[src/rtl/core/bbl_pkg.sv]
// Types and constants of the box blur line filter
package bbl_pkg;

	localparam int PIX_W  = 32;
	localparam int CH_W   = 8;
	localparam int NCH    = 4;
	localparam int RAD_W  = 6;
	localparam int QUO_W  = 8;
	localparam int QDEPTH = 2;

	localparam logic [RAD_W-1:0] RADIUS_RESET = 6'd2;

	// one classified input pixel as handed from front to back
	typedef struct packed {
		logic [PIX_W-1:0] pixel;
		logic             line_end;
		logic             pass;
		logic [RAD_W-1:0] radius;
		logic [RAD_W-1:0] pushes;
	} item_t;

endpackage

[src/rtl/core/bbl_if.sv]
// Stream interfaces for pixels in and results out

interface bbl_pix_if;
	logic                       valid;
	logic                       ready;
	logic [bbl_pkg::PIX_W-1:0]  pixel_in;
	logic                       line_end;

	modport source(output valid, output pixel_in, output line_end, input ready);
	modport sink(input valid, input pixel_in, input line_end, output ready);
endinterface

interface bbl_res_if;
	logic                       valid;
	logic                       ready;
	logic [bbl_pkg::PIX_W-1:0]  pixel_out;
	logic                       run_last;
	logic                       line_done;

	modport source(output valid, output pixel_out, output run_last, output line_done,
		input ready);
	modport sink(input valid, input pixel_out, input run_last, input line_done,
		output ready);
endinterface

[src/rtl/core/bbl_front.sv]
// Front end: radius register, input transfer and classification of each pixel
module bbl_front #(
	parameter int MAX_RADIUS = 32
) (
	input  logic                       clk,
	input  logic                       arst_n,
	input  logic                       cfg_we,
	input  logic [bbl_pkg::RAD_W-1:0]  cfg_data,
	bbl_pix_if.sink                    pixels,
	input  logic                       q_full,
	output logic                       q_push,
	output bbl_pkg::item_t             q_item
);

	// the radius register is 6 bits, so no window ever spans more than 63 pixels
	localparam int DEPTH = (MAX_RADIUS < 63) ? MAX_RADIUS : 63;

	logic [bbl_pkg::RAD_W-1:0] radius_q;
	logic [bbl_pkg::RAD_W-1:0] r_eff;
	logic [bbl_pkg::RAD_W-1:0] half;

	always_ff @(posedge clk or negedge arst_n) begin
		if (!arst_n) begin
			radius_q <= bbl_pkg::RADIUS_RESET;
		end else if (cfg_we) begin
			radius_q <= cfg_data;
		end
	end

	always_comb begin
		if ({1'b0, radius_q} > 7'(DEPTH)) begin
			r_eff = bbl_pkg::RAD_W'(DEPTH);
		end else begin
			r_eff = radius_q;
		end
		half = r_eff >> 1;
	end

	assign pixels.ready = !q_full;
	assign q_push       = pixels.valid && !q_full;

	always_comb begin
		q_item.pixel    = pixels.pixel_in;
		q_item.line_end = pixels.line_end;
		q_item.pass     = r_eff < bbl_pkg::RAD_W'(2);
		q_item.radius   = r_eff;
		// a line end flushes half a window of repeated pixels
		if (pixels.line_end && !q_item.pass) begin
			q_item.pushes = half + bbl_pkg::RAD_W'(1);
		end else begin
			q_item.pushes = bbl_pkg::RAD_W'(1);
		end
	end

endmodule

[src/rtl/core/bbl_queue.sv]
// Short queue of classified items between front and back
module bbl_queue (
	input  logic            clk,
	input  logic            arst_n,
	input  logic            push,
	input  bbl_pkg::item_t  push_item,
	output logic            full,
	input  logic            pop,
	output logic            head_valid,
	output bbl_pkg::item_t  head
);

	localparam int PW = $clog2(bbl_pkg::QDEPTH);

	bbl_pkg::item_t entries_q [bbl_pkg::QDEPTH];
	logic [PW-1:0]  wr_q;
	logic [PW-1:0]  rd_q;
	logic [PW:0]    cnt_q;
	logic           do_push;
	logic           do_pop;

	assign full       = cnt_q == (PW+1)'(bbl_pkg::QDEPTH);
	assign head_valid = cnt_q != '0;
	assign head       = entries_q[rd_q];
	assign do_push    = push && !full;
	assign do_pop     = pop && head_valid;

	always_ff @(posedge clk or negedge arst_n) begin
		if (!arst_n) begin
			wr_q  <= '0;
			rd_q  <= '0;
			cnt_q <= '0;
		end else begin
			if (do_push) begin
				wr_q <= wr_q + PW'(1);
			end
			if (do_pop) begin
				rd_q <= rd_q + PW'(1);
			end
			if (do_push && !do_pop) begin
				cnt_q <= cnt_q + (PW+1)'(1);
			end else if (do_pop && !do_push) begin
				cnt_q <= cnt_q - (PW+1)'(1);
			end
		end
	end

	always_ff @(posedge clk) begin
		if (do_push) begin
			entries_q[wr_q] <= push_item;
		end
	end

endmodule

[src/rtl/core/bbl_back.sv]
// Back end: window shift line, two-stage window adder tree, divider, result register
module bbl_back #(
	parameter int MAX_RADIUS = 32
) (
	input  logic            clk,
	input  logic            arst_n,
	input  logic            q_valid,
	input  bbl_pkg::item_t  q_item,
	output logic            q_pop,
	bbl_res_if.source       results
);

	localparam int DEPTH = (MAX_RADIUS < 63) ? MAX_RADIUS : 63;
	localparam int FW    = $clog2(DEPTH + 1);
	localparam int SW    = bbl_pkg::CH_W + $clog2(DEPTH + 1);
	localparam int NG    = (DEPTH + 7) / 8;
	localparam int GW    = bbl_pkg::CH_W + 3;
	localparam int STW   = $clog2(bbl_pkg::QUO_W);
	localparam int CW    = bbl_pkg::CH_W;
	localparam int RW    = bbl_pkg::RAD_W;

	typedef enum logic [5:0] {
		ST_IDLE = 6'b000001,
		ST_PUSH = 6'b000010,
		ST_SUM1 = 6'b000100,
		ST_SUM2 = 6'b001000,
		ST_DIV  = 6'b010000,
		ST_OUT  = 6'b100000
	} state_t;

	state_t                    state_q;
	logic [bbl_pkg::PIX_W-1:0] store_q [DEPTH];
	logic [FW-1:0]             fed_q;
	logic [RW-1:0]             left_q;

	logic [GW-1:0]             part_s1 [bbl_pkg::NCH][NG];
	logic [SW-1:0]             rem_q   [bbl_pkg::NCH];
	logic [bbl_pkg::QUO_W-1:0] quo_q   [bbl_pkg::NCH];
	logic [SW-1:0]             dvs_q;
	logic [STW-1:0]            step_q;

	logic                      out_valid_q;
	logic [bbl_pkg::PIX_W-1:0] out_pix_q;
	logic                      out_last_q;
	logic                      out_done_q;

	logic                      emit;
	logic                      last_push;
	logic                      out_free;
	logic                      finish;
	logic [GW-1:0]             part_d [bbl_pkg::NCH][NG];
	logic [SW-1:0]             tot_d  [bbl_pkg::NCH];
	logic [bbl_pkg::PIX_W-1:0] mean_pix;

	assign emit      = 7'(fed_q) >= 7'(q_item.radius >> 1);
	assign last_push = left_q == RW'(1);
	assign out_free  = !out_valid_q || results.ready;
	assign finish    = (state_q == ST_PUSH && !q_item.pass && !emit && last_push) ||
		(state_q == ST_OUT && out_free && left_q == '0);
	assign q_pop     = finish;

	// first tree level: groups of eight taps, taps past the radius masked off
	always_comb begin
		int idx;
		for (int c = 0; c < bbl_pkg::NCH; c++) begin
			for (int g = 0; g < NG; g++) begin
				part_d[c][g] = '0;
				for (int k = 0; k < 8; k++) begin
					idx = g * 8 + k;
					if (idx < DEPTH) begin
						if (idx < int'(q_item.radius)) begin
							part_d[c][g] = part_d[c][g] + GW'(store_q[idx][c*CW +: CW]);
						end
					end
				end
			end
		end
	end

	always_comb begin
		for (int c = 0; c < bbl_pkg::NCH; c++) begin
			tot_d[c] = '0;
			for (int g = 0; g < NG; g++) begin
				tot_d[c] = tot_d[c] + SW'(part_s1[c][g]);
			end
		end
	end

	always_comb begin
		for (int c = 0; c < bbl_pkg::NCH; c++) begin
			mean_pix[c*CW +: CW] = quo_q[c];
		end
	end

	always_ff @(posedge clk or negedge arst_n) begin
		if (!arst_n) begin
			state_q     <= ST_IDLE;
			fed_q       <= '0;
			left_q      <= '0;
			out_valid_q <= 1'b0;
			for (int i = 0; i < DEPTH; i++) begin
				store_q[i] <= '0;
			end
		end else begin
			if (results.ready) begin
				out_valid_q <= 1'b0;
			end
			case (state_q)
				ST_IDLE: begin
					if (q_valid) begin
						left_q  <= q_item.pushes;
						state_q <= ST_PUSH;
					end
				end
				ST_PUSH: begin
					for (int i = DEPTH - 1; i > 0; i--) begin
						store_q[i] <= store_q[i-1];
					end
					store_q[0] <= q_item.pixel;
					if (fed_q < FW'(DEPTH)) begin
						fed_q <= fed_q + FW'(1);
					end
					left_q <= left_q - RW'(1);
					if (q_item.pass) begin
						state_q <= ST_OUT;
					end else if (emit) begin
						state_q <= ST_SUM1;
					end else if (last_push) begin
						state_q <= ST_IDLE;
					end
				end
				ST_SUM1: begin
					state_q <= ST_SUM2;
				end
				ST_SUM2: begin
					state_q <= ST_DIV;
				end
				ST_DIV: begin
					if (step_q == '0) begin
						state_q <= ST_OUT;
					end
				end
				ST_OUT: begin
					if (out_free) begin
						out_valid_q <= 1'b1;
						if (left_q == '0) begin
							state_q <= ST_IDLE;
						end else begin
							state_q <= ST_PUSH;
						end
					end
				end
				default: begin
					state_q <= ST_IDLE;
				end
			endcase
			// a finished line leaves an empty window for the next one
			if (finish && q_item.line_end) begin
				fed_q <= '0;
				for (int i = 0; i < DEPTH; i++) begin
					store_q[i] <= '0;
				end
			end
		end
	end

	always_ff @(posedge clk) begin
		if (state_q == ST_SUM1) begin
			part_s1 <= part_d;
		end
		if (state_q == ST_SUM2) begin
			for (int c = 0; c < bbl_pkg::NCH; c++) begin
				rem_q[c] <= tot_d[c];
				quo_q[c] <= '0;
			end
			dvs_q  <= SW'(q_item.radius) << (bbl_pkg::QUO_W - 1);
			step_q <= STW'(bbl_pkg::QUO_W - 1);
		end
		// restoring division, one quotient bit per cycle in all four channels
		if (state_q == ST_DIV) begin
			for (int c = 0; c < bbl_pkg::NCH; c++) begin
				if (rem_q[c] >= dvs_q) begin
					rem_q[c] <= rem_q[c] - dvs_q;
					quo_q[c] <= {quo_q[c][bbl_pkg::QUO_W-2:0], 1'b1};
				end else begin
					quo_q[c] <= {quo_q[c][bbl_pkg::QUO_W-2:0], 1'b0};
				end
			end
			dvs_q  <= dvs_q >> 1;
			step_q <= step_q - STW'(1);
		end
		if (state_q == ST_OUT && out_free) begin
			out_pix_q  <= q_item.pass ? q_item.pixel : mean_pix;
			out_last_q <= left_q == '0;
			out_done_q <= (left_q == '0) && q_item.line_end;
		end
	end

	assign results.valid     = out_valid_q;
	assign results.pixel_out = out_pix_q;
	assign results.run_last  = out_last_q;
	assign results.line_done = out_done_q;

endmodule

[src/rtl/core/box_blur_line_filter_top.sv]
// Top level of the box blur line filter
//
//  channel        dir  handshake      payload
//  pixel_stream   in   valid/ready    pixel_in[31:0], line_end
//  result_stream  out  valid/ready    pixel_out[31:0], run_last, line_done
//  cfg            in   cfg_we         cfg_data[5:0] (window radius)
//
// Each item starts in idle. A pass-through pixel goes through push and result load; each
// filtered window push goes through push, two adder tree stages, 8 divider steps, result load.
// A filtered line_end pixel makes 1 + radius/2 pushes. The shared 8-step divider sets the rate.
// Reset clears the radius to 2, the window and the queue; no clearing pass.
// The two-entry queue lets the front take pixels while the back waits on result_stream.
module box_blur_line_filter_top #(
	parameter int MAX_RADIUS = 32
) (
	input  logic                       clk,
	input  logic                       arst_n,
	input  logic                       cfg_we,
	input  logic [bbl_pkg::RAD_W-1:0]  cfg_data,
	bbl_pix_if.sink                    pixel_stream,
	bbl_res_if.source                  result_stream
);

	logic           q_push;
	logic           q_full;
	logic           q_pop;
	logic           q_valid;
	bbl_pkg::item_t push_item;
	bbl_pkg::item_t head_item;

	bbl_front #(
		.MAX_RADIUS(MAX_RADIUS)
	) u_front (
		.clk     (clk),
		.arst_n  (arst_n),
		.cfg_we  (cfg_we),
		.cfg_data(cfg_data),
		.pixels  (pixel_stream),
		.q_full  (q_full),
		.q_push  (q_push),
		.q_item  (push_item)
	);

	bbl_queue u_queue (
		.clk       (clk),
		.arst_n    (arst_n),
		.push      (q_push),
		.push_item (push_item),
		.full      (q_full),
		.pop       (q_pop),
		.head_valid(q_valid),
		.head      (head_item)
	);

	bbl_back #(
		.MAX_RADIUS(MAX_RADIUS)
	) u_back (
		.clk    (clk),
		.arst_n (arst_n),
		.q_valid(q_valid),
		.q_item (head_item),
		.q_pop  (q_pop),
		.results(result_stream)
	);

endmodule

[src/flat_wrapper.sv]
// flat-port wrapper written by rule: the top's interface ports become plain ports
module box_blur_line_filter_top_flat 
#(
	parameter int MAX_RADIUS = 32
)
  (clk, arst_n, cfg_we, cfg_data, pixel_stream_valid, pixel_stream_pixel_in, pixel_stream_line_end, pixel_stream_ready, result_stream_valid, result_stream_pixel_out, result_stream_run_last, result_stream_line_done, result_stream_ready);
  bbl_pix_if pixel_stream_i ();
  bbl_res_if result_stream_i ();
  input  logic clk;
  input  logic arst_n;
  input  logic cfg_we;
  input  logic [bbl_pkg::RAD_W-1:0] cfg_data;
  input wire logic [$bits(pixel_stream_i.valid)-1:0] pixel_stream_valid;
  input wire logic [$bits(pixel_stream_i.pixel_in)-1:0] pixel_stream_pixel_in;
  input wire logic [$bits(pixel_stream_i.line_end)-1:0] pixel_stream_line_end;
  output wire logic [$bits(pixel_stream_i.ready)-1:0] pixel_stream_ready;
  output wire logic [$bits(result_stream_i.valid)-1:0] result_stream_valid;
  output wire logic [$bits(result_stream_i.pixel_out)-1:0] result_stream_pixel_out;
  output wire logic [$bits(result_stream_i.run_last)-1:0] result_stream_run_last;
  output wire logic [$bits(result_stream_i.line_done)-1:0] result_stream_line_done;
  input wire logic [$bits(result_stream_i.ready)-1:0] result_stream_ready;
  assign pixel_stream_i.valid = pixel_stream_valid;
  assign pixel_stream_i.pixel_in = pixel_stream_pixel_in;
  assign pixel_stream_i.line_end = pixel_stream_line_end;
  assign pixel_stream_ready = pixel_stream_i.ready;
  assign result_stream_valid = result_stream_i.valid;
  assign result_stream_pixel_out = result_stream_i.pixel_out;
  assign result_stream_run_last = result_stream_i.run_last;
  assign result_stream_line_done = result_stream_i.line_done;
  assign result_stream_i.ready = result_stream_ready;
  box_blur_line_filter_top #(.MAX_RADIUS(MAX_RADIUS)) u_core (.clk(clk), .arst_n(arst_n), .cfg_we(cfg_we), .cfg_data(cfg_data), .pixel_stream(pixel_stream_i), .result_stream(result_stream_i));
endmodule
[config.mk]
export PLATFORM = sky130hd
export DESIGN_NAME = box_blur_line_filter_top_flat
export DESIGN_NICKNAME = d
export VERILOG_FILES = /design/src/rtl/core/bbl_pkg.sv /design/src/rtl/core/bbl_if.sv /design/src/rtl/core/bbl_front.sv /design/src/rtl/core/bbl_queue.sv /design/src/rtl/core/bbl_back.sv /design/src/rtl/core/box_blur_line_filter_top.sv /design/src/flat_wrapper.sv
export SDC_FILE = /design/constraint.sdc
export NUM_CORES = 2
export LEC_CHECK = 0
export ABC_AREA = 1
export BUFFER_PORTS_ARGS = -buffer_cell sky130_fd_sc_hd__buf_2
export CAP_MARGIN = 20
export CORE_UTILIZATION = 35
export DETAILED_ROUTE_END_ITERATION = 16
export SLEW_MARGIN = 10
export SYNTH_ARGS = -nofsm -noshare
export SYNTH_HDL_FRONTEND = slang
export SYNTH_SLANG_ARGS = --single-unit
[constraint.sdc]
create_clock -name clk -period 18.4 [get_ports clk]
set_input_delay 4.6 -clock clk [delete_from_list [all_inputs] [get_ports clk]]
set_output_delay 4.6 -clock clk [all_outputs]
set_load 0.05 [all_outputs]
# Word-level counts from Yosys, hierarchy flattened
# Memories as Yosys holds them, arrays and structs flattened.
# Cells that the tools add are included.
dict set report totals {
  ff_bits 1279
  wordCells 493
  mem_count 3
  ram_bits 180
}
dict set report classes {
  mux 195
  order_cmp 40
  eq_ne 12
  bitwise_logic 12
  n_reduce_logical 33
  add_sub_neg 136
}
# name depth word_bits read_ports rd_clocked_by_memory_dff write_ports line_no
set memory_table {}
lappend memory_table {u_core.u_queue.entries_q 2 46 1 0 1 bbl_queue.sv:15} ;# bbl_pkg::item_t entries_q [bbl_pkg::QDEPTH];
lappend memory_table {u_core.u_back.rem_q 4 14 4 0 4 bbl_back.sv:37} ;# logic [SW-1:0] rem_q [bbl_pkg::NCH];
lappend memory_table {u_core.u_back.quo_q 4 8 4 0 4 bbl_back.sv:38} ;# logic [bbl_pkg::QUO_W-1:0] quo_q [bbl_pkg::NCH];
# cell n
set op_table {}
lappend op_table {{1024-bit two-way mux} 2}
lappend op_table {{11-bit by 8-bit adder with 11-bit output} 112}
lappend op_table {{11-bit two-way mux} 112}
lappend op_table {{8-bit two-way mux} 24}
lappend op_table {{5-bit by 6-bit less-than comparator with 1-bit output, first input constant} 16}
lappend op_table {{6-bit two-way mux} 12}
lappend op_table {{13-bit by 11-bit adder with 14-bit output} 4}
lappend op_table {{14-bit by 13-bit greater-or-equal comparator with 1-bit output} 4}
lappend op_table {{14-bit two-way mux} 4}
lappend op_table {{14-bit by 13-bit subtractor with 14-bit output} 4}
lappend op_table {{12-bit by 11-bit adder with 13-bit output} 4}
lappend op_table {{11-bit by 11-bit adder with 12-bit output} 4}
lappend op_table {{4-bit by 6-bit less-than comparator with 1-bit output, first input constant} 8}
lappend op_table {{6-bit case mux with 6 select lines} 1}
lappend op_table {{32-bit two-way mux} 1}
lappend op_table {{1-bit two-way mux} 31}
lappend op_table {{3-bit by 6-bit less-than comparator with 1-bit output, first input constant} 4}
lappend op_table {{1-bit logical AND} 13}
lappend op_table {{13-bit two-way mux} 1}
lappend op_table {{6-bit by 1-bit == test with 1-bit output, second input constant} 2}
lappend op_table {{1-bit by 6-bit less-than comparator with 1-bit output, first input constant} 2}
lappend op_table {{2-bit by 6-bit less-than comparator with 1-bit output, first input constant} 2}
lappend op_table {{12-bit two-way mux} 1}
lappend op_table {{1-bit bitwise OR} 12}
lappend op_table {{30 further kinds} 48}

# Depth between registers and ports, before layout
# An unclocked memory read counts as a cell.
dict set report depth {
  word_depth 17
  ltp_mapped 66
  mapped_depth_nobuf 61
}

# Cells and area by module
# From an unflattened synthesis, not the netlist that was laid out.
dict set report hier_totals {
  hier_cells 14728
  hier_area_um2 112192.6
}
# mod area_per_inst_um2 cells_per_inst n_inst seq_area_each_um2
set modules_own_cells {}
lappend modules_own_cells {bbl_back 107939.8 14367 1 35530.3}
lappend modules_own_cells {bbl_queue 3598.5 272 1 2862.7}
lappend modules_own_cells {bbl_front 654.4 89 1 151.4}

# Worst setup path before layout
# Ideal clock, no wire load.
dict set report synth_path {
  path_type {register -> register}
  start {register u_core.u_back.state_q[3]}
  end {register u_core.u_back.state_q[0]}
  setup_time_ns 0.096
  slack_ns -0.563
  path_stages_with_launch 5
  required_time_ns 18.304
  arrival_ns 18.867
  synth_period_minus_slack_ns 18.963
  path_cell_list {dfrtp_1 > nor4_1 > nor4_1 > a211oi_1 > o21ai_0}
}
dict set report synth_via {
  elab_chain_cells 3
  word_cells_on_any_way 12
  classes_between {10 x eq/ne; 1 x mux; 1 x reduce/logical}
}
# element line_no
set synth_lines {}
lappend synth_lines {{start, declared} bbl_back.sv:31} ;# state_t state_q;
lappend synth_lines {{start signal, assigned} bbl_back.sv:97} ;# state_q <= ST_IDLE;
lappend synth_lines {{start signal, assigned} bbl_back.sv:112} ;# state_q <= ST_PUSH;
lappend synth_lines {{start signal, assigned} bbl_back.sv:125} ;# state_q <= ST_OUT;
lappend synth_lines {{6-bit by 2-bit == test with 1-bit output, or another cell as far along} bbl_back.sv:108} ;# case (state_q)
lappend synth_lines {{4-bit inequality test (no source line), or another cell as far along} -}
lappend synth_lines {{4-bit AND reduction (no source line)} -}
# Parallel ways exist; a longest one is shown, timed or not.
# A chain may end at the register's enable or synchronous reset.

==> summary.md <==
| Metric | Value |
|---|---|
| Die width | 568 µm |
| Max Cap Viol | 0 |
| First-pass GRT wire length | 521000 µm |
| DR iter-0 viols | 6835 |
| GP Congestion | 0.917 |
| Largest delay share family, worst path | simple AND/OR/NAND/NOR gates |
| FF+latch count, synth | 1459 |
| Final core occ | 38.5% |
| Share of layout cells above drive strength 1 | 5.99% |
| Post-route cell area | 0.123 mm² |
| Critical-path maximum fanout | 50 |
| HP Class | register to register |
| Detailed Route WL | 331000 µm |
| Synth unique cells | 73 |
| Setup crit end kind | register |
| Mean Syn Cell Area | 7.72 µm² |
| Combinational Power Share | 65.7% |
| Hold-fix buffers, CTS | 0 |
| Asr flop ratio synth | 72.2% |
| Die area | 0.322 mm² |
| Net Sw Frac | 50.1% |
| Ys Warns | 0 |
| Port bufs | 79 |
| CTS Buf Count | 185 |
| Largest net degree at the start of global routing | 204 |
| Clock transition at path regs | 60 ps |
| Cells after synthesis | 14517 |
| CTS Buffer Depth | 4 |
| Hold Fails Final Rpt | 0 |
| Most common cell after layout, fill and taps aside | nand2_1 |
| Crit path DAT | 12000 ps |
| CTS tree | built |
| Final setup TNS | 0 ps |
| Vias in the first global route | 91977 |
| Die height | 568 µm |
| Setup slack at placement | 7170 ps |
| Most common flop cell mapped by yosys | dfrtp_1 |
| Kind of critical path | register to register |
| Synthesis-to-finish area growth | 9.49% |
| Worst path required time | 19030 ps |
| Final max-slew violation count | 0 |
| Pwr/cell area | 193 mW/mm² |
| Nets | 15662 |
| Final Skew | 90.9 ps |
| Crit-path max cell delay | 650 ps |
| Cell mode on critical path | nand2_1 |
| Clk network pwr share | 16.2% |
| Initial antenna violation count | 11 |
| Crit share post-route | 61.8% |
| Setup Fix Bufs, Post-CTS | 0 |
| Average vias per placed instance | 5.13 |
| RSZ-0062 raised after global routing | no |
| Post-synthesis sequential area ratio | 34.4% |
| Maximum vdd ir drop | 0.169 mV |
| Std-Cell Rows | 207 |
| Synth Cell Area | 0.112 mm² |
| Max stage delay cell, worst path | o311ai_0 |
| Net load switching power | 11.9 mW |
| DR pass1 iterations | 6 |
| Htree depth | 4 |
| Grt total ovfl | 0 |
| Endpoints failing setup | 0 |
| Fmax | 88.0 MHz |
| DRC | 0 |
| Min Tclk post-route | 11370 ps |
| WL/cell | 17.7 µm |
| Seq pwr share | 18.2% |
| P_int | 11.8 mW |
| Post-CTS Resized | 0 |
| I/O pin count | 80 |
| Initial Util | 35.2% |
| Status | finished, final reports clean |
| Post-place instance area | 0.116 mm² |
| Clk sinks | 1459 |
| GRT Util Overall | 20.2% |
| Clock Tree Root | clkbuf_16 |
| Antenna viol nets, final | 0 |
| Clock latency on the worst-skew pair | 900 ps |
| Core region area | 0.318 mm² |
| Buf/Inv on CP | 12 |
| LEAKAGE | 59.6 nW |
| Final worst setup slack | 7030 ps |
| Most frequent cells in the layout | nand2_1 (3224), inv_1 (2369), dfrtp_1 (1050), ha_1 (1009), o22ai_1 (973) |
| CP startpoint kind | register |
| Headroom to the max-slew limit | 29.4% |
| Dpl hpwl | 245000 µm |
| Worst slew pin tran | 1060 ps |
| Vias | 96042 |
| EDFF count, synth | 406 |
metal layers:
layer | global-route usage, % | vias up | routed length, µm
met5 | 0 | - | 32
met4 | 5.14 | 6 | 8430
met3 | 2.42 | 391 | 17100
met2 | 32.7 | 1999 | 148000
met1 | 28.6 | 45502 | 158000
li1 | - | 48144 | -
cell families (layout without fill, tap and decap cells):
family	count (synthesis)	after routing	share of synthesized area (%)
compound gates	3034	3034	15.9
xor+xnor	476	476	3.73
fa+ha+maj	1213	1213	14.9
buf+inv	2887	2918	10.1
flops	1459	1459	34.4
mux	2	2	0.0201
other cells	1	3	0.00335
simple gates	5445	5445	20.9
through the flow:
stage               power, mW  cells  hold WS [ps]
finish                   23.7  18730           485
global route             26.0  18730           527
CTS                      23.7  18729           493
detailed placement       19.8  18398           491
global placement         19.6  18397           493
floorplan                16.1  14518           477
power groups by stage:
stage               clock network [mW]  logic, mW  registers, mW
finish                            3.83       15.6           4.31
global route                      4.02       17.6           4.35
CTS                               3.91       15.5           4.31
detailed placement                   0       15.4           4.36
global placement                     0       15.2           4.36
floorplan                            0       11.8           4.28
cell type report:
| cell class | count | area [µm²] |
|---|---|---|
| Sequential cell | 1459 | 38500 |
| Antenna cell | 1 | 2.50 |
| Inverter | 2404 | 9030 |
| Clock buffer | 242 | 5130 |
| Clock inverter | 89 | 1120 |
| Tap cell | 4180 | 5230 |
| Multi-Input combinational cell | 10172 | 62300 |
| Timing Repair Buffer | 183 | 1310 |
| Fill cell | 32650 | 196000 |
state kept, by name, summed over array words and instances (netlist names):
signal and cells:
u_core.u_back.quo_q 32, u_core.u_back.left_q 6, u_core.u_back.results.valid 1, u_core.u_back.fed_q 6, u_core.u_back.step_q 3, u_core.u_back.part_s1 176, u_core.u_queue.wr_q 1, u_core.u_queue.rd_q 1
u_core.u_front.radius_q 6, u_core.u_back.results.run_last 1, u_core.u_queue.cnt_q 2, u_core.u_back.store_q 1024, u_core.u_back.dvs_q 13, u_core.u_back.results.pixel_out 32, u_core.u_back.rem_q 56, u_core.u_queue.entries_q 92
u_core.u_back.results.line_done 1, u_core.u_back.state_q 6
tightest hold or removal path, stage by stage (launching register included):
cell and delay, ps:
dfrtp_1 380, inv_1 70, o22ai_1 80
worst paths after layout:
path | start | endpoint | slack [ps] | cells after the start
max in group asynchronous | arst_n | u_core.u_back.store_q[712] | 11690 | 4
min | u_core.u_back.store_q[756] | u_core.u_back.store_q[724] | 490 | 2
min in group asynchronous | arst_n | u_core.u_back.store_q[102] | 3770 | 1
max | u_core.u_queue.rd_q | u_core.u_back.part_s1[153] | 7030 | 56
max reg2reg | u_core.u_queue.rd_q | u_core.u_back.part_s1[153] | 7030 | 56
min reg2reg | u_core.u_back.store_q[756] | u_core.u_back.store_q[724] | 490 | 2
cell usage after synthesis (all sizes together), types with 33 or more instances:
master | count | area [µm²]
ha | 1009 | 12600
a31oi | 101 | 738
nor3 | 69 | 355
nor2 | 686 | 2680
nand3 | 940 | 4780
nand2 | 3276 | 12500
o21bai | 75 | 563
a21boi | 33 | 263
nand4 | 120 | 757
dfrtp | 1051 | 26300
inv | 2401 | 9020
a21oi | 809 | 4050
edfxtp | 406 | 12200
buf | 285 | 1550
nand3b | 89 | 672
xnor2 | 206 | 1800
clkbuf | 198 | 743
and2 | 83 | 519
o21a | 78 | 586
xor2 | 270 | 2370
o21ai | 831 | 4500
o211ai | 48 | 360
or2 | 162 | 1010
fa | 204 | 4080
o22ai | 974 | 6100
(Power assumes the default switching activity.)
